<file path="config.mk">
export PLATFORM = sky130hd
export DESIGN_NAME = hav_sqrt_cell
export DESIGN_NICKNAME = d
export VERILOG_FILES = /design/src/rtl/core/hav_pkg.sv /design/src/rtl/core/hav_sqrt_cell.sv
export SDC_FILE = /design/constraint.sdc
export NUM_CORES = 1
export LEC_CHECK = 0
export ABC_CLOCK_PERIOD_IN_PS = 1250
export BUFFER_PORTS_ARGS = -buffer_cell sky130_fd_sc_hd__buf_2
export CAP_MARGIN = 20
export CORE_ASPECT_RATIO = 2
export CORE_UTILIZATION = 30
export CTS_BUF_LIST = sky130_fd_sc_hd__clkbuf_16
export CTS_CLUSTER_SIZE = 25
export DETAILED_ROUTE_END_ITERATION = 7
export SLEW_MARGIN = 20
export SYNTH_ARGS = -nofsm -noshare
export SYNTH_HDL_FRONTEND = slang
export SYNTH_SLANG_ARGS = --single-unit
export TNS_END_PERCENT = 20
</file>
<file path="constraint.sdc">
create_clock -name clk -period 1.25 [get_ports clk]
set_clock_uncertainty 0.2 [all_clocks]
set_input_delay 0.1875 -clock clk [delete_from_list [all_inputs] [get_ports clk]]
set_output_delay 0.1875 -clock clk [all_outputs]
set_load 0.01 [all_outputs]
</file>
<file path="src/rtl/core/hav_pkg.sv">
// Shared types, constants and fixed-point helpers for the haversine distance pipeline.
// No dependencies; used by every file in rtl/core.
package hav_pkg;

    localparam int ANGLE_FRAC_BITS_DEF = 16;
    localparam int CORDIC_STEPS        = 30;
    localparam int SQRT_STEPS          = 31;
    localparam int SQRT_W              = 62;

    localparam logic [15:0] RADIUS_RESET = 16'd3961;
    localparam logic [26:0] RAD_K =
        27'(((64'd314159 << 32) + 64'd9000000) / 64'd18000000);

    localparam logic signed [33:0] Q30_ONE      = 34'sd1073741824;
    localparam logic signed [33:0] Q30_PI       = 34'sd3373259426;
    localparam logic signed [33:0] Q30_HALF_PI  = 34'sd1686629713;
    localparam logic signed [33:0] GAIN_INV     = 34'sd652032874;
    localparam logic [25:0]        DIST_MAX     = 26'h3FFFFFF;

    localparam logic [31:0] ATAN_TAB [CORDIC_STEPS] = '{
        32'h3243F6A8, 32'h1DAC6705, 32'h0FADBAFC, 32'h07F56EA6, 32'h03FEAB76,
        32'h01FFD55B, 32'h00FFFAAA, 32'h007FFF55, 32'h003FFFEA, 32'h001FFFFD,
        32'h000FFFFF, 32'h0007FFFF, 32'h0003FFFF, 32'h0001FFFF, 32'h0000FFFF,
        32'h00007FFF, 32'h00003FFF, 32'h00001FFF, 32'h00000FFF, 32'h000007FF,
        32'h000003FF, 32'h000001FF, 32'h000000FF, 32'h0000007F, 32'h0000003F,
        32'h0000001F, 32'h0000000F, 32'h00000007, 32'h00000003, 32'h00000001
    };

    typedef struct packed {
        logic signed [33:0] x;
        logic signed [33:0] y;
        logic signed [32:0] z;
    } cordic_t;

    typedef struct packed {
        logic              valid;
        logic              invalid;
        cordic_t [3:0]     lane;
    } rot_beat_t;

    typedef struct packed {
        logic                          valid;
        logic                          invalid;
        logic [1:0][SQRT_W-1:0]        v;
        logic [1:0][SQRT_W-1:0]        r;
    } sqrt_beat_t;

    typedef struct packed {
        logic    valid;
        logic    invalid;
        cordic_t vec;
    } vec_beat_t;

    typedef struct packed {
        logic [25:0] distance;
        logic        invalid;
    } result_t;

    // Q30 product, rounded half up toward +inf after floor shift
    function automatic logic signed [33:0] mulq(input logic signed [33:0] a,
                                                input logic signed [33:0] b);
        logic signed [67:0] p;
        p = 68'(a) * 68'(b) + (68'sd1 <<< 29);
        return p[63:30];
    endfunction

endpackage

</file>
<file path="src/rtl/core/hav_sqrt_cell.sv">
// One two-bit step of the integer square root for two lanes, registered.
// Depends on hav_pkg.
module hav_sqrt_cell
    import hav_pkg::*;
#(
    parameter int STEP = 0
)
(
    input  logic       clk,
    input  logic       rst_n,
    input  logic       en,
    input  sqrt_beat_t beat_in,
    output sqrt_beat_t beat_out
);

    localparam logic [SQRT_W-1:0] BIT = SQRT_W'(1) << (2 * (SQRT_STEPS - 1 - STEP));

    sqrt_beat_t beat_reg;
    sqrt_beat_t beat_next;

    always_comb
    begin
        beat_next = beat_in;
        for (int i = 0; i < 2; i++)
        begin
            if (beat_in.v[i] >= beat_in.r[i] + BIT)
            begin
                beat_next.v[i] = beat_in.v[i] - (beat_in.r[i] + BIT);
                beat_next.r[i] = (beat_in.r[i] >> 1) + BIT;
            end
            else
            begin
                beat_next.r[i] = beat_in.r[i] >> 1;
            end
        end
    end

    always_ff @(posedge clk or negedge rst_n)
    begin
        if (!rst_n)
        begin
            beat_reg <= '0;
        end
        else if (en)
        begin
            beat_reg <= beat_next;
        end
    end

    assign beat_out = beat_reg;

endmodule

</file>
# == Yosys cells after proc, flatten, opt, wreduce, memory -nomap -nowiden ==
# Cells that the tools add are included.
# word_totals
ff_bits,250
latchBits,0
mem_bits_rw,0
romBits,0
output_inout_bits,250
elab_cells,18
n_memories,0
# op_classes
add_sub_neg,6
mul,0
div,0
magnitude_cmp,2
eq_ne,0
n_shift,0
muxes,4
bitwise_logic,0
n_reduce_logical,0
# ops
op,count
$mux W62,4
$add A61 B61 Y62 const B,2
$add A62 B61 Y62 const B,2
$ge A62 B62 Y1,2
$sub A62 B62 Y62,2

# == Depth between registers and ports, before layout ==
# logic_depth
ltp_word,3
mapped_depth,15
depth_no_buf,13

# == Worst setup path after synthesis ==
# No wires, ideal clock.
# synth_timing
path_type,input to register
startpoint,input port beat_in[124] (netlist name)
endpoint,"register beat_reg, in the netlist beat_out[60]"
setup_time_ns,0.125
t_arrival_ns,3.021
slack_ns,-2.096
path_stages,15
cell_sequence,inv_1 -> ha_1 -> fa_1 -> nand2b_1 -> a21oi_1 -> o21ai_0 -> a21oi_1 -> o21ai_1 -> a31oi_2 -> a21oi_1 -> o21bai_1 -> buf_4 -> buf_2 -> ha_1 -> mux2_2
# synth_lines
item,line_no,source
start: declaration,hav_sqrt_cell.sv:12,"input sqrt_beat_t beat_in,"
end signal: assignment,hav_sqrt_cell.sv:46,beat_reg <= beat_next;
end: declaration,hav_sqrt_cell.sv:18,sqrt_beat_t beat_reg;

# == Final worst setup path ==
# layout_timing
startpoint,input port beat_in[85] (netlist name)
endpoint,"register beat_reg, in the netlist beat_out[210]"
# layout_via
elab_chain_len,3
# layout_lines
item,line_no,source
$add A62 B61 Y62 *,"hav_sqrt_cell.sv:26, hav_sqrt_cell.sv:28",
$sub A62 B62 Y62 or $ge A62 B62 Y1 (tied branches),"hav_sqrt_cell.sv:28, hav_sqrt_cell.sv:26",
$mux W62 *,hav_sqrt_cell.sv:26,if (beat_in.v[i] >= beat_in.r[i] + BIT)
# Every way passes the cells marked *; elsewhere a longest branch is shown, timed or not.
# A chain may end at the register's enable or synchronous reset.

==> flow_summary.ini <==
[status]
status = finished with violations
violations = negative hold slack, negative setup slack

[clock_network]
cts_made_buffers = 28
clock_path_buffers = 3
clkTransAtPathRegs_ns = 0.07
clkSinkCount = 250
htreeDepth = 1
root_buffer = clkbuf_16
clk_latency_ns = 0.60
cts_tree = done

[layout]
stdcell_count = 4286
layout_commonest_cell = buf_4
nets = 3862
largest_reg_flops = 250
area_growth_syn_to_layout_pct = 79.3
final_util_pct = 54.4
post-route-cell-area_sq_um = 33100
final_cell_mix = 619 x buf_4, 403 x buf_2, 257 x dlygate4sd3_1
layout-drive-gt1-share_pct = 46.2

[floorplanning]
start_util_pct = 30.3
ios = 503
dieHeight_microns = 353
die_area_sq_um = 62600
fp.dieW_microns = 177
num_rows = 128
core_area_sq_um = 60900

[sta]
tightest_slew_ns = 0.629
whs_ns = -0.255
setup_ws_ns = -1.63
hold_violations = 31
fin_crit_ns = 2.88
period_share_pct = 231
max_freq_ghz = 0.347
rsz0062_at_grt = yes
setup_viol = 384
slew_headroom_pct = 57.0
tns_ns = -249.44
drv_slew = 0

[yosys]
seq_area_frac_synth_pct = 33.9
async_flop_share_pct = 100
ys.flop_type = dfrtp_1
syn_inst = 2113
synth.avg_cell_area_sq_um = 8.74
syn_nets = 2494
synth_cell_types = 69
ys_warn_count = 0
yosysTopAreaCell = dfrtp_1
netlist_top_cells_area = dfrtp_1 34%, ha_1 8.5%, mux2_2 7.8%
synth-edff-count = 0
synth.top_cell.area_share_pct = 33.9
ys_ff_latch = 250
syn_area_sq_um = 18500

[worst_setup_path]
crit_top_cell = buf_12
crit_family = simple AND/OR/NAND/NOR gates
crit_type = input pin to register
path_cells = buf_6 -> inv_8 -> ha_4 -> nand4_1 -> or3_4 -> or4_4 -> nor4_4 -> buf_4 -> a311oi_4 -> a21oi_4 -> buf_12 -> buf_12 -> buf_8 -> mux2i_4 -> a21oi_2
start_kind = input pin
path_max_fanout = 7
required_ns = 1.51
cp-end-kind = register
cpMaxStageDelayCell = or3_4
max_stage_delay_ns = 0.45
arrival_ns = 3.14
path_buf_inv = 6

[power_and_ir_drop]
ir_drop_mv = 1.12
leakage_nw = 15.9
power.density_nw_per_um2 = 1030

[grt]
grt_max_degree = 50
antenna_found_initial = 11
grt_usage_pct = 26.1
grt_pass1_wl_microns = 125000
first_global_vias = 22800
gr-total-overflow = 0

[route]
postRouteAntennaNets = 0
via_per_inst = 5.04
first_pass_iters = 5
vias = 21600
wirelength_microns = 85800
drc = 0
wl_per_cell_microns = 20.0
drtIter0Drc = 962

[hold_path]
hold_path.class = input pin to register

[placed_design]
dpl.hpwl_microns = 64000
post-place-cells = 3905
place.gp.congestion = 0.939
io_buffer_count = 502
dpl_cell_area_sq_um = 26800
pre_cts_slack_ns = -2.40

[run]
maxCapViolCount = 0
[Yosys cell counts, types with 4 or more instances]
library cell,instances
buf_2,17
o2111ai_1,5
nor2b_1,9
nand3_1,34
buf_4,6
inv_1,163
a31oi_1,21
xor2_1,40
o211ai_1,13
o21bai_1,34
a21o_1,77
a31o_2,4
ha_1,126
nand4_1,50
clkbuf_1,91
nand2b_1,14
nor4_1,6
dfrtp_1,250
a221oi_1,4
a211o_1,4
o21ai_0,79
mux2_2,128
o21a_1,15
nor3_1,27
a211oi_1,11
nand2_1,143
o221ai_1,12
a21boi_0,8
or3_1,9
nor2_1,198
buf_6,5
o31ai_1,7
or2_2,6
and2_1,4
mux2i_1,96
and3_1,12
a21oi_1,256
o21ai_1,4
xnor2_1,70
[final timing paths]
kind                                            from                   endpoint  slack [ns]  cells after the start
max reg2reg                beat_out[181]$_DFFE_PN0P_  beat_out[181]$_DFFE_PN0P_        0.20                      2
max in group asynchronous                      rst_n    beat_out[3]$_DFFE_PN0P_        0.30                      3
min reg2reg                 beat_out[50]$_DFFE_PN0P_   beat_out[50]$_DFFE_PN0P_        0.30                      1
min in group asynchronous                      rst_n  beat_out[153]$_DFFE_PN0P_       -0.10                      2
min                                     beat_in[186]  beat_out[186]$_DFFE_PN0P_       -0.25                      3
max                                      beat_in[85]  beat_out[210]$_DFFE_PN0P_       -1.63                     15
[routing by layer]
metal	GRT usage (%)	vias to the layer above	wire length, microns
met3	5.19	276	5410
li1	-	10200	-
met5	0	-	89
met4	17.1	14	6460
met2	50.3	754	45900
met1	24.2	10300	27900
[metrics by stage]
| step | hold WS [ns] | total power, mW |
|---|---|---|
| CTS | -0.362 | 33.3 |
| floorplan | -0.308 | 16.4 |
| finish | -0.255 | 34.2 |
| global placement | -0.0917 | 22.7 |
| detailed placement | -0.0912 | 22.8 |
| global route | -0.255 | 35.9 |
[final cells by class]
class / instances / area [sq um]
fillers: 5363 / 27800
multi-input cells: 1577 / 12600
repair buffers: 1461 / 11700
flip-flops and latches: 250 / 6260
well taps: 780 / 976
clock buffers: 29 / 726
inverters: 163 / 657
clock inverters: 22 / 141
diodes: 4 / 10.0
[logic make-up (layout without fill, tap and decap cells)]
family,count (synthesis),count (layout),synth area share (%)
xor gates and xnor gates,110,110,5.22
DFF,250,250,33.9
and+or+nand+nor,524,524,12.9
buffers and inverters,286,1675,6.41
muxes,224,224,13.0
other,0,4,0
adders and majority gates,128,128,8.76
AOI/OAI and AO/OA,591,591,19.8
[power breakdown]
group          internal, mW  total, mW  leakage [nW]  switching (mW)
sequential             9.25       10.0          2.88           0.771
clock                  4.24       8.10         0.433            3.86
combinational          8.45       16.1          12.6            7.66
total                  21.9       34.2          15.9            12.3
[worst reg2reg max path: stages (launching register included)]
cell and delay (ns):
dfrtp_1 0.40, o2bb2ai_1 0.13, a31o_2 0.22
[repair_timing]
action	CTS	global route
cloned	5	3
resized for setup	309	163
endpoints found under the hold margin	499	46
setup buffers	51	28
pin swaps	103	78
hold buffers	248	12
endpoints found under the setup margin	378	386
(Power assumes the default switching activity.)
