[config.mk]
export PLATFORM = sky130hd
export DESIGN_NAME = hav_vec_cell
export DESIGN_NICKNAME = d
export VERILOG_FILES = /design/src/rtl/core/hav_pkg.sv /design/src/rtl/core/hav_vec_cell.sv
export SDC_FILE = /design/constraint.sdc
export NUM_CORES = 1
export LEC_CHECK = 0
export BUFFER_PORTS_ARGS = -buffer_cell sky130_fd_sc_hd__buf_2
export CAP_MARGIN = 20
export CORE_AREA = 4 4 207 108
export DETAILED_ROUTE_END_ITERATION = 10
export DIE_AREA = 0 0 211 112
export PLACE_DENSITY_LB_ADDON = 0.25
export SLEW_MARGIN = 10
export SYNTH_ARGS = -nofsm -noshare
export SYNTH_HDL_FRONTEND = slang
export SYNTH_SLANG_ARGS = --single-unit
[constraint.sdc]
create_clock -name clk -period 1.38 [get_ports clk]
set_input_delay 0.276 -clock clk [delete_from_list [all_inputs] [get_ports clk]]
set_output_delay 0.276 -clock clk [all_outputs]
set_load 0.02 [all_outputs]
[src/rtl/core/hav_pkg.sv]
// Shared types, constants and fixed-point helpers for the haversine distance pipeline.
// No dependencies; used by every file in rtl/core.
package hav_pkg;

    localparam int ANGLE_FRAC_BITS_DEF = 16;
    localparam int CORDIC_STEPS        = 30;
    localparam int SQRT_STEPS          = 31;
    localparam int SQRT_W              = 62;

    localparam logic [15:0] RADIUS_RESET = 16'd3961;
    localparam logic [26:0] RAD_K =
        27'(((64'd314159 << 32) + 64'd9000000) / 64'd18000000);

    localparam logic signed [33:0] Q30_ONE      = 34'sd1073741824;
    localparam logic signed [33:0] Q30_PI       = 34'sd3373259426;
    localparam logic signed [33:0] Q30_HALF_PI  = 34'sd1686629713;
    localparam logic signed [33:0] GAIN_INV     = 34'sd652032874;
    localparam logic [25:0]        DIST_MAX     = 26'h3FFFFFF;

    localparam logic [31:0] ATAN_TAB [CORDIC_STEPS] = '{
        32'h3243F6A8, 32'h1DAC6705, 32'h0FADBAFC, 32'h07F56EA6, 32'h03FEAB76,
        32'h01FFD55B, 32'h00FFFAAA, 32'h007FFF55, 32'h003FFFEA, 32'h001FFFFD,
        32'h000FFFFF, 32'h0007FFFF, 32'h0003FFFF, 32'h0001FFFF, 32'h0000FFFF,
        32'h00007FFF, 32'h00003FFF, 32'h00001FFF, 32'h00000FFF, 32'h000007FF,
        32'h000003FF, 32'h000001FF, 32'h000000FF, 32'h0000007F, 32'h0000003F,
        32'h0000001F, 32'h0000000F, 32'h00000007, 32'h00000003, 32'h00000001
    };

    typedef struct packed {
        logic signed [33:0] x;
        logic signed [33:0] y;
        logic signed [32:0] z;
    } cordic_t;

    typedef struct packed {
        logic              valid;
        logic              invalid;
        cordic_t [3:0]     lane;
    } rot_beat_t;

    typedef struct packed {
        logic                          valid;
        logic                          invalid;
        logic [1:0][SQRT_W-1:0]        v;
        logic [1:0][SQRT_W-1:0]        r;
    } sqrt_beat_t;

    typedef struct packed {
        logic    valid;
        logic    invalid;
        cordic_t vec;
    } vec_beat_t;

    typedef struct packed {
        logic [25:0] distance;
        logic        invalid;
    } result_t;

    // Q30 product, rounded half up toward +inf after floor shift
    function automatic logic signed [33:0] mulq(input logic signed [33:0] a,
                                                input logic signed [33:0] b);
        logic signed [67:0] p;
        p = 68'(a) * 68'(b) + (68'sd1 <<< 29);
        return p[63:30];
    endfunction

endpackage

[src/rtl/core/hav_vec_cell.sv]
// One CORDIC vectoring step (atan2), registered.
// Depends on hav_pkg.
module hav_vec_cell
    import hav_pkg::*;
#(
    parameter int STEP = 0
)
(
    input  logic      clk,
    input  logic      rst_n,
    input  logic      en,
    input  vec_beat_t beat_in,
    output vec_beat_t beat_out
);

    localparam logic signed [32:0] ANG = $signed({1'b0, ATAN_TAB[STEP]});

    vec_beat_t beat_reg;
    vec_beat_t beat_next;

    always_comb
    begin
        beat_next = beat_in;
        if ($signed(beat_in.vec.y) > 0)
        begin
            beat_next.vec.x = beat_in.vec.x + ($signed(beat_in.vec.y) >>> STEP);
            beat_next.vec.y = beat_in.vec.y - ($signed(beat_in.vec.x) >>> STEP);
            beat_next.vec.z = beat_in.vec.z + ANG;
        end
        else
        begin
            beat_next.vec.x = beat_in.vec.x - ($signed(beat_in.vec.y) >>> STEP);
            beat_next.vec.y = beat_in.vec.y + ($signed(beat_in.vec.x) >>> STEP);
            beat_next.vec.z = beat_in.vec.z - ANG;
        end
    end

    always_ff @(posedge clk or negedge rst_n)
    begin
        if (!rst_n)
        begin
            beat_reg <= '0;
        end
        else if (en)
        begin
            beat_reg <= beat_next;
        end
    end

    assign beat_out = beat_reg;

endmodule

==> results of run 1 <==
-- routing by layer --
metal	GRT overflow	track usage
met1	23	0.874
met2	1626	1.30
met3	18	0.747
met4	495	1.11
met5	3	0.400
-- cell families after synthesis --
family,synth area share
compound gates,0.284
fa+ha+maj,0.150
xor+xnor,0.0527
simple gates,0.171
buf+inv,0.0662
flops,0.229
mux,0.0466
-- stage by stage --
stage | cells | worst slack, ns | hold slack, ns | util | cell area (µm²)
after detailed placement | 2293 | -2.81 | 0.205 | 0.810 | 16500
after global placement | 2293 | -2.66 | 0.200 | 0.810 | 16500
after floorplan | 1410 | -2.27 | -0.0196 | - | 12000
after CTS | 2367 | -2.22 | 0.109 | 0.920 | 18800
-- cell usage after synthesis (12+ instances only) --
library cell	number	area, µm²
a211oi_1	13	97.6
a21o_1	35	263
a21oi_1	158	791
a31oi_1	17	106
buf_2	19	95.1
clkbuf_1	36	135
dfrtp_1	102	2550
ha_1	127	1590
inv_1	119	447
mux2_2	38	428
nand2_1	81	304
nand2b_1	15	93.8
nand3_1	32	160
nand4_1	13	81.3
nor2_1	126	473
nor2b_1	16	100
nor3_1	21	105
nor4_1	19	119
o211ai_1	20	150
o21a_1	19	143
o21ai_0	90	450
o21bai_1	19	143
xnor2_1	55	482
xor2_1	12	105
-- repair_timing --
item                                    CTS
endpoints found under the setup margin   95
hold buffers                              1
endpoints found under the hold margin    17
pin swaps                               131
gates cloned                              3
resized for setup                       298
buffers inserted                         59
==> flow_summary.ini, run 1 <==
[logic_synthesis]
synth.cell_area_mm2 = 0.0111
ys_types = 79
ys_warn_count = 0
synth_edf_count = 0
synthArstFlopShare = 1.00
ys_ff_latch = 102
ys_seq_area_frac = 0.229
synthesis.nets = 1647
synth_cells = 1410
ys.flop_type = dfrtp_1
syn_area_per_cell_um2 = 7.89

[place]
gp_congestion = 1.02
io_buffer_count = 208
dp_hpwl_um = 36900

[die]
num_io_pins = 209
die-width_um = 211
fp.dieH_um = 112
fp-row-count = 37
initial_core_util = 0.545

[clock_network]
htree_levels = 3
clock_sinks = 102
clock_path_buffers = 2
cts_made_buffers = 9
clockRootBuffer = clkbuf_16

[sta]
grt_repair_worst_endpoint = beat_out[24]$_DFFE_PN0P_/D
endpoint_type = register data pin

[outcome]
status = aborted with a tool error
haltStage = 5_1_grt
stop_error = [ERROR GRT-0232] Routing congestion too high. Check the congestion heatmap in the GUI.

[global_route]
overflow = 2165
grt_max_degree = 62
track_usage = 0.985
==> run 2, diff against run 1 <==
CORE_AREA = 4 4 172 174   (was 4 4 207 108)
DIE_AREA = 0 0 176 178   (was 0 0 211 112)
PLACE_DENSITY_LB_ADDON = 0.15   (was 0.25)
==> run 2 against run 1 <==
The flow now finishes, with violations (negative setup slack). Synthesized area stayed put. Synthesized cell count did not move.
==> flow_summary.ini, run 2 <==
[drt]
drc = 0
first_pass_iters = 6
drt_iter0_markers = 1281
ant_nets = 0
vias = 13700
vias_per_cell = 5.46
wl_per_cell_um = 19.3
wirelength_um = 48100

[finish]
synthToLayoutAreaGrowth_pct = 76.2
layout_common_cells = buf_4, buf_2, nor2_1
drive_above_1_share = 0.539
finish.instance_area_mm2 = 0.0196
nets = 2354
layout_commonest_cell = buf_4
n_antenna_cell = 0
largest_reg_flops = 102
fillerInstances = 2255

[logic_synthesis]
synthesis.nets = 1647
ys_top_cells_by_area = dfrtp_1, ha_1, a21oi_1, xnor2_1, nor2_1
synth_top_area_cell = dfrtp_1
synth_most_common_cell = a21oi_1
synth_top_area_frac = 0.229
ys.flop_type = dfrtp_1
ys_ff_latch = 102
ys_types = 79
synthTopCellsByCount = a21oi_1, ha_1, nor2_1
syn_area_per_cell_um2 = 7.89
ys_seq_area_frac = 0.229
synth.cell_area_mm2 = 0.0111
synth_edf_count = 0
synth_cells = 1410
synthArstFlopShare = 1.00
ys_warn_count = 0

[clock_network]
clockRootBuffer = clkbuf_16
htree_levels = 3
cts_made_buffers = 9
clock_path_buffers = 2
clock_sinks = 102
tritoncts = done
cts.clk_slew.worst_paths_ns = 0.08
clock_latency_ns = 0.36

[setup_path]
critical_path_depth = 16
slowest_stage = a2111o_1
endpoint_kind = register
required_ns = 1.65
worst_ep_arrival_time_ns = 3.82
setup.worst_path.start_class = primary input
crit_chain = buf_2 > nor4_4 > nand4_1 > nor3_2 > or2_4 > inv_8 > ha_4 > a21o_1 > a21o_1 > a221o_1 > a221o_1 > o21ai_2 > o21ai_2 > a311o_1 > a2111o_1 > o311ai_1
cp-startpoint = beat_in[57]
critPathMaxStageDelay_ns = 0.37
worstPathMaxFanout = 6
critPathBufInv = 2
reg2reg_depth = 2
regToRegStartpoint = beat_out[66]$_DFFE_PN0P_
crit_type = in -> reg
crit_family = compound AO/OA/AOI/OAI gates

[sta]
worst_slew_pin_slew_ns = 0.479
setup_ws_ns = -2.18
rsz0062_at_grt = yes
setup_tns_ns = -125.67
hold_violations = 0
slew_violations = 0
maxSlewHeadroom = 0.679
period_share = 2.58
setup_viol = 95
skew_ns = 0
fmax_mhz = 281
fin_crit_ns = 3.56

[die]
initial_core_util = 0.401
coreArea_mm2 = 0.0278
fp-row-count = 61
die-width_um = 176
num_io_pins = 209
fp.dieArea_mm2 = 0.0313
fp.dieH_um = 178

[place]
io_buffer_count = 208
post-place-ws_ns = -2.56
post_dp_cell_area_mm2 = 0.0168
dp_hpwl_um = 36500
gp_congestion = 0.981

[global_route]
grt_pass1_vias = 13400
track_usage = 0.295
overflow = 0
grt_max_degree = 57
antenna_found_initial = 0
grt_pass1_wl_um = 73200

[power]
p_leak_nw = 9.27
power_density_mw_per_mm2 = 831
vdd_drop_max_v = 0.000549
power_mw = 16.3

[outcome]
violations = negative setup slack
status = complete, but fails checks

[flow_run]
drv_cap = 0

[worst_hold_path]
worstHoldStart = beat_in[1]
whs_path_depth = 2
worst_hold_path_type = in -> reg
## run 2: per-stage QoR
stage / instances / utilization / hold slack, ns
after floorplan: 1410 / - / -0.0196
final: 2500 / 0.706 / 0.142
after CTS: 2472 / 0.678 / 0.134
after global routing: 2500 / 0.706 / 0.136
after global placement: 2413 / 0.604 / 0.290
after detailed placement: 2413 / 0.604 / 0.288
## run 2: report_power, final
group          switching, mW  internal (mW)
Sequential             0.413           3.62
Clock                   1.45           1.33
Combinational           4.97           4.50
Total                   6.83           9.45
## run 2: per-layer routing
layer | GRT usage | part of all wire | routed length, µm | vias up
met5 | 0 | 0 | 0 | -
met1 | 0.411 | 0.45 | 21800 | 6577
li1 | - | - | - | 6504
met3 | 0.0292 | 0.057 | 2720 | 82
met2 | 0.483 | 0.46 | 22100 | 499
met4 | 0.0945 | 0.032 | 1540 | 0
## run 2: logic make-up (layout without fill, tap and decap cells)
| family | count (synthesis) | count (layout) | synth area share |
|---|---|---|---|
| AOI/OAI and AO/OA | 484 | 484 | 0.284 |
| and+or+nand+nor | 390 | 390 | 0.171 |
| buffers and inverters | 189 | 901 | 0.0662 |
| adders and majority gates | 131 | 131 | 0.150 |
| DFF | 102 | 102 | 0.229 |
| xor gates and xnor gates | 67 | 67 | 0.0527 |
| muxes | 47 | 47 | 0.0466 |
## run 2: final timing paths
check,endpoint,slack (ns)
worst min-delay path,beat_out[1]$_DFFE_PN0P_,0.14
worst max-delay path,beat_out[29]$_DFFE_PN0P_,-2.18
min in group asynchronous,beat_out[21]$_DFFE_PN0P_,0.42
max in group asynchronous,beat_out[48]$_DFFE_PN0P_,0.62
worst max register to register,beat_out[66]$_DFFE_PN0P_,0.36
worst min register to register,beat_out[4]$_DFFE_PN0P_,0.50
## run 2: cell type report
cell class,instances,area (µm²),share of cell area
Inverter,123,510,0.0260
Timing Repair Buffer,761,5850,0.299
Multi-Input combinational cell,1119,9910,0.506
Timing Repair inverter,1,8.76,0.000447
Tap cell,378,473,0.0241
Clock inverter,6,57.6,0.00294
Clock buffer,10,239,0.0122
Sequential cell,102,2550,0.130
## run 2: timing repair
action | 4_1_cts | 5_1_grt
endpoints found under the hold margin | 102 | 0
hold buffers | 1 | 0
setup buffers | 43 | 34
gates resized for setup | 285 | 139
cloned | 5 | 0
setup endpoints to repair | 95 | 95
pin swaps | 168 | 143
(Power assumes the default switching activity.)
