[src/rtl/core/hav_pkg.sv]
// Shared types, constants and fixed-point helpers for the haversine distance pipeline.
// No dependencies; used by every file in rtl/core.
package hav_pkg;

    localparam int ANGLE_FRAC_BITS_DEF = 16;
    localparam int CORDIC_STEPS        = 30;
    localparam int SQRT_STEPS          = 31;
    localparam int SQRT_W              = 62;

    localparam logic [15:0] RADIUS_RESET = 16'd3961;
    localparam logic [26:0] RAD_K =
        27'(((64'd314159 << 32) + 64'd9000000) / 64'd18000000);

    localparam logic signed [33:0] Q30_ONE      = 34'sd1073741824;
    localparam logic signed [33:0] Q30_PI       = 34'sd3373259426;
    localparam logic signed [33:0] Q30_HALF_PI  = 34'sd1686629713;
    localparam logic signed [33:0] GAIN_INV     = 34'sd652032874;
    localparam logic [25:0]        DIST_MAX     = 26'h3FFFFFF;

    localparam logic [31:0] ATAN_TAB [CORDIC_STEPS] = '{
        32'h3243F6A8, 32'h1DAC6705, 32'h0FADBAFC, 32'h07F56EA6, 32'h03FEAB76,
        32'h01FFD55B, 32'h00FFFAAA, 32'h007FFF55, 32'h003FFFEA, 32'h001FFFFD,
        32'h000FFFFF, 32'h0007FFFF, 32'h0003FFFF, 32'h0001FFFF, 32'h0000FFFF,
        32'h00007FFF, 32'h00003FFF, 32'h00001FFF, 32'h00000FFF, 32'h000007FF,
        32'h000003FF, 32'h000001FF, 32'h000000FF, 32'h0000007F, 32'h0000003F,
        32'h0000001F, 32'h0000000F, 32'h00000007, 32'h00000003, 32'h00000001
    };

    typedef struct packed {
        logic signed [33:0] x;
        logic signed [33:0] y;
        logic signed [32:0] z;
    } cordic_t;

    typedef struct packed {
        logic              valid;
        logic              invalid;
        cordic_t [3:0]     lane;
    } rot_beat_t;

    typedef struct packed {
        logic                          valid;
        logic                          invalid;
        logic [1:0][SQRT_W-1:0]        v;
        logic [1:0][SQRT_W-1:0]        r;
    } sqrt_beat_t;

    typedef struct packed {
        logic    valid;
        logic    invalid;
        cordic_t vec;
    } vec_beat_t;

    typedef struct packed {
        logic [25:0] distance;
        logic        invalid;
    } result_t;

    // Q30 product, rounded half up toward +inf after floor shift
    function automatic logic signed [33:0] mulq(input logic signed [33:0] a,
                                                input logic signed [33:0] b);
        logic signed [67:0] p;
        p = 68'(a) * 68'(b) + (68'sd1 <<< 29);
        return p[63:30];
    endfunction

endpackage

[src/rtl/core/hav_rot_cell.sv]
// One CORDIC rotation step for four lanes (sin/cos), registered.
// Depends on hav_pkg.
module hav_rot_cell
    import hav_pkg::*;
#(
    parameter int STEP = 0
)
(
    input  logic      clk,
    input  logic      rst_n,
    input  logic      en,
    input  rot_beat_t beat_in,
    output rot_beat_t beat_out
);

    localparam logic signed [32:0] ANG = $signed({1'b0, ATAN_TAB[STEP]});

    rot_beat_t beat_reg;
    rot_beat_t beat_next;

    always_comb
    begin
        beat_next = beat_in;
        for (int i = 0; i < 4; i++)
        begin
            if ($signed(beat_in.lane[i].z) >= 0)
            begin
                beat_next.lane[i].x = beat_in.lane[i].x - ($signed(beat_in.lane[i].y) >>> STEP);
                beat_next.lane[i].y = beat_in.lane[i].y + ($signed(beat_in.lane[i].x) >>> STEP);
                beat_next.lane[i].z = beat_in.lane[i].z - ANG;
            end
            else
            begin
                beat_next.lane[i].x = beat_in.lane[i].x + ($signed(beat_in.lane[i].y) >>> STEP);
                beat_next.lane[i].y = beat_in.lane[i].y - ($signed(beat_in.lane[i].x) >>> STEP);
                beat_next.lane[i].z = beat_in.lane[i].z + ANG;
            end
        end
    end

    always_ff @(posedge clk or negedge rst_n)
    begin
        if (!rst_n)
        begin
            beat_reg <= '0;
        end
        else if (en)
        begin
            beat_reg <= beat_next;
        end
    end

    assign beat_out = beat_reg;

endmodule

[config.mk]
export PLATFORM = sky130hd
export DESIGN_NAME = hav_rot_cell
export DESIGN_NICKNAME = d
export VERILOG_FILES = /design/src/rtl/core/hav_pkg.sv /design/src/rtl/core/hav_rot_cell.sv
export SDC_FILE = /design/constraint.sdc
export NUM_CORES = 2
export LEC_CHECK = 0
export BUFFER_PORTS_ARGS = -buffer_cell sky130_fd_sc_hd__buf_2
export CAP_MARGIN = 10
export CORE_UTILIZATION = 40
export CTS_BUF_LIST = sky130_fd_sc_hd__clkbuf_4 sky130_fd_sc_hd__clkbuf_8 sky130_fd_sc_hd__clkbuf_16
export DETAILED_ROUTE_END_ITERATION = 12
export HOLD_SLACK_MARGIN = 0.08
export PLACE_DENSITY = 0.71
export REMOVE_ABC_BUFFERS = 1
export SKIP_LAST_GASP = 1
export SYNTH_ARGS = -nofsm -noshare
export SYNTH_HDL_FRONTEND = slang
export SYNTH_SLANG_ARGS = --single-unit
[constraint.sdc]
create_clock -name clk -period 3.2 [get_ports clk]
set_clock_uncertainty 0.05 [all_clocks]
set_input_delay 0.64 -clock clk [delete_from_list [all_inputs] [get_ports clk]]
set_output_delay 0.64 -clock clk [all_outputs]
set_load 0.01 [all_outputs]
* Word level (Yosys, flattened, before mapping)
Index checks and enable logic that the tools add are counted.
Storage, ports and cells: register bits 406, bits of input ports 409, output and inout port bits 406, logic and storage cells 42
Operators by class: add/sub/neg operators 20, order comparisons 4, mux-type cells 4
Operators with widths (number):
- $mux W101 | 4
- $sub A34 B34 Y34 | 8
- $add A34 B34 Y34 | 4
- $add A33 B31 Y33 const B | 4
- $ge A33 B1 Y1 const B | 4
- $sub A33 B31 Y33 const B | 4

* Depth between registers and ports, before layout
depth after elaboration 2, gate-level depth with buffers 15, gate-level depth less buffers 13

* Least setup slack after synthesis
Ideal clock, no wire load.
kind input to register, start point input port beat_in[335] (netlist bit), end point register beat_reg (netlist bit beat_out[333]), arrival time 4.042 ns, required time 3.025 ns, setup slack -1.017 ns, cell stages on the path 14, cell sequence inv_1 -> clkbuf_1 -> clkbuf_1 -> ha_1 -> a211o_1 -> a21o_1 -> o2111a_1 -> o221ai_1 -> a21oi_1 -> a21oi_1 -> nor2b_1 -> o311ai_1 -> xor2_1 -> mux2_2
On the way: longest elaborated chain between the ends 2
Ends and longest elaborated chain:
- start: declaration | RTL line hav_rot_cell.sv:12 | input rot_beat_t beat_in,
- $ge A33 B1 Y1 | RTL line hav_rot_cell.sv:26 | if ($signed(beat_in.lane[i].z) >= 0)
- $mux W101 | RTL line hav_rot_cell.sv:26
- end signal: assignment | RTL line hav_rot_cell.sv:49 | beat_reg <= beat_next;
- end: declaration | RTL line hav_rot_cell.sv:18 | rot_beat_t beat_reg;
No other way between the ends. A chain may end at the register's enable or synchronous reset.

* Worst setup path after layout
start point input port beat_in[38] (netlist bit), end point register beat_reg (netlist bit beat_out[66])
On the way: longest elaborated chain between the ends 2, elaborated cells between the ends (all ways) 3
Ends and longest elaborated chain (RTL line):
- $sub A34 B34 Y34 / $add A34 B34 Y34 (equally long branches) | hav_rot_cell.sv:35, hav_rot_cell.sv:29
- $mux W101 * | hav_rot_cell.sv:26
Every way passes the cells marked *; elsewhere a longest branch is shown, timed or not.

==> metrics.csv <==
metric,value,unit
GRT overflow,0,
WL/cell,20.71,um
Syn-to-layout area delta,39.66,%
HP Class,primary input to flop,
CP Class,primary input to flop,
status,"finished, violations left",
cells along the critical path,buf_2 > inv_1 > ha_1 > buf_4 > buf_4 > or2_1 > a21oi_1 > a21oi_1 > a21oi_1 > a21oi_1 > buf_4 > a21oi_1 > o2111ai_1 > buf_4 > a311o_1 > a21oi_1,
Buffers on Ports,814,
HP Start,beat_in[1],
Slew Limit Fails,0,
DRT Wirelength,179.8,mm
fraction of layout cells with a size suffix above 1,34.16,%
Worst Max-Slew Pin Slew,925.4,ps
"delay-heaviest family, CP",compound AO/OA/AOI/OAI gates,
Worst path depth,16,
Startpoint Class,primary input,
Max-Slew Margin vs Limit,38.10,%
CP max-delay cell,a311o_1,
fillers,9838,
unrepaired setup endpoints after global routing,true,
# Max-Cap Violations,0,
Netlist cell types,91,
pwr dens,430.1,mW/mm^2
CTS tree,yes,
crit path DAT,3720,ps
via count,47630,
sequential cell area,0.01006,sq mm
Top Ports,815,
die area,0.1073,sq mm
"Cell Area, Synth",0.04240,sq mm
total design power,25.47,mW
chip width,327.6,um
setup_tns,0,ps
crit path buf inv count,6,
Worst Hold Endpoint,beat_out[1],
top cell type's share of synthesized area,23.73,%
Synth area leader,dfrtp_1,
Via density,5.487,
Initial Utilization,40.34,%
Worst Path Required,3730,ps
worst skew pair latency,650,ps
H-tree Lvls,2,
minimum clock period,3195,ps
Nets,8155,
Post-synth top flop,dfrtp_1,
CTS max path bufs,3,
final design utilization,56.33,%
number of synthesized flops with an enable pin,0,
Seq cells post-synth,402,
clock-pin transition on the worst setup and hold timing paths,60,ps
Reg2Reg Setup Slack,2010,ps
drt pass-1 iters,12,
Worst Path Max Fanout,7,
achievable clock frequency,313.0,MHz
vias in the first global route,46550,
Detail Route Antenna Nets,0,
DP HPWL,148.5,mm
Non-Filler Instances,8680,
Post-Syn Instances,5346,
gpl congestion,1.029,
sequential area share after synthesis,23.73,%
peak supply drop,0.4812,mV
largest net degree at the start of global routing,101,
Largest register FFs,402,
first-pass GRT wire length,269.3,mm
WHS Path Cells,2,
Lkg Pwr,29.51,nW
row cnt,119,
"Warnings, synthesis",0,
number of DRC markers in iteration 0,3695,
Worst R2R Path Depth,3,
area taken by multi-input logic gates,0.03010,sq mm
initial antenna violation count,43,
Total Routing Usage GR,32.03,%
cell with the most instances on the worst path,a21oi_1,
CTS Root Cell,clkbuf_16,
Die Ht,327.6,um
clock buffer count from CTS,52,
# DRC,4,
largest stage delay on the critical path,340,ps
Final setup viols,0,
# clock sinks,402,
Synth area leaders,"dfrtp_1 24%, ha_1 15%, a21oi_1 9.2%",
syn_area_per_cell,7.931,sq um
"Hold Vio Cnt, Final",0,
async set-reset flop share out of synthesis,100.0,%
failing checks,DRC,
core area,0.1051,sq mm
worst r2r src,beat_out[130],
Cells after DPL,8539,
Final period util,99.83,%
RR Endpoint,beat_out[130],
Critical Path Sink Type,flop,
==> final cells by class <==
class / instances / share of cell area, %
Multi-Input combinational cell: 4244 / 50.83
Timing Repair Buffer: 2083 / 23.24
Sequential cell: 402 / 16.99
Tap cell: 1391 / 2.939
Inverter: 435 / 2.766
Clock buffer: 67 / 2.502
Clock inverter: 28 / 0.6001
Antenna cell: 30 / 0.1268
==> how the worst max path moves through the flow <==
stage          slack [ps]             to         start
6_report                5   beat_out[66]   beat_in[38]
5_1_grt               -80  beat_out[334]  beat_in[335]
4_1_cts                -6  beat_out[263]  beat_in[246]
3_5_place_dp         -790  beat_out[263]  beat_in[246]
3_3_place_gp         -810  beat_out[263]  beat_in[246]
2_1_floorplan       -1280  beat_out[233]  beat_in[234]
==> power breakdown <==
| group | internal, mW | switching [mW] | leakage [nW] |
|---|---|---|---|
| Sequential | 6.22 | 0.732 | 4.61 |
| Clock | 3.84 | 2.60 | 0.919 |
| Combinational | 5.48 | 6.61 | 24.0 |
| Total | 15.5 | 9.94 | 29.5 |
==> worst register-to-register path: stages, from the launching register on <==
cell and delay (ps):
dfrtp_1 380, nor2b_1 150, a2111oi_0 400, a311oi_1 80
==> repair_timing <==
item                                    4_1_cts  5_1_grt
endpoints found under the hold margin        56        0
endpoints found under the setup margin        6       70
gates resized for setup                       3       88
pin swaps                                     0       27
hold buffers                                  1        0
buffers inserted                              0       15
==> layout by cell type (no fill, tap or decap), types with 55 or more instances in the layout <==
master and n:
xnor2_1 296, a211oi_1 55, dfrtp_1 402, nor3_1 76
mux2_2 166, o21ai_1 118, nand2_1 258, buf_4 1263
inv_1 393, nand3_1 67, ha_1 503, mux2i_1 64
xor2_1 60, a21o_1 144, nor2_1 534, buf_2 805
o21ai_0 220, a21oi_1 774, o21bai_1 109, nand4_1 60
==> synthesized netlist by cell type (15+ instances only) <==
cell	n
mux2i_1	64
nand2b_1	47
inv_2	34
or3_1	35
o21ai_0	221
xor2_1	60
fa_1	16
clkbuf_1	208
a211oi_1	63
o31ai_1	39
o21a_1	41
a221oi_1	27
nand3_1	67
nor2_1	535
xnor2_1	296
ha_1	512
and3_1	32
a211o_1	18
buf_1	45
a31oi_1	55
inv_1	398
nor3_1	77
nor4_1	25
o21bai_1	109
nor2b_1	56
o221ai_1	15
o211ai_1	32
and2_1	17
a21o_1	144
o21ai_1	121
dfrtp_1	402
nand4_1	60
nand2_1	259
o31a_1	15
mux2_2	167
a21oi_1	780
==> through the flow <==
step                      setup slack (ps)  cell area, sq um  hold WS, ps
final                                5.493             59220        165.5
after global routing                -79.35             59180        152.9
after CTS                           -5.638             58590        125.0
after detailed placement            -786.2             56730        427.8
after global placement              -807.8             56730        418.3
after floorplan                      -1282             41380        294.4
==> layer usage <==
metal  part of all wire, %  vias to the layer above  track usage (%)
li1                      -                    22790                -
met1                    41                    22630            39.92
met2                    47                     1819            53.76
met3                   7.8                      370            5.815
met4                   4.7                       24            14.26
met5                 0.080                        -                0
==> kinds of logic after synthesis <==
family          after synthesis  share of synthesized area [%]
flops                       402                          23.73
mux                         231                          5.946
simple gates               1275                          13.88
xor+xnor                    356                          7.354
buf+inv                     700                          6.262
compound gates             1854                          26.97
fa+ha+maj                   528                          15.86
(Power assumes the default switching activity.)
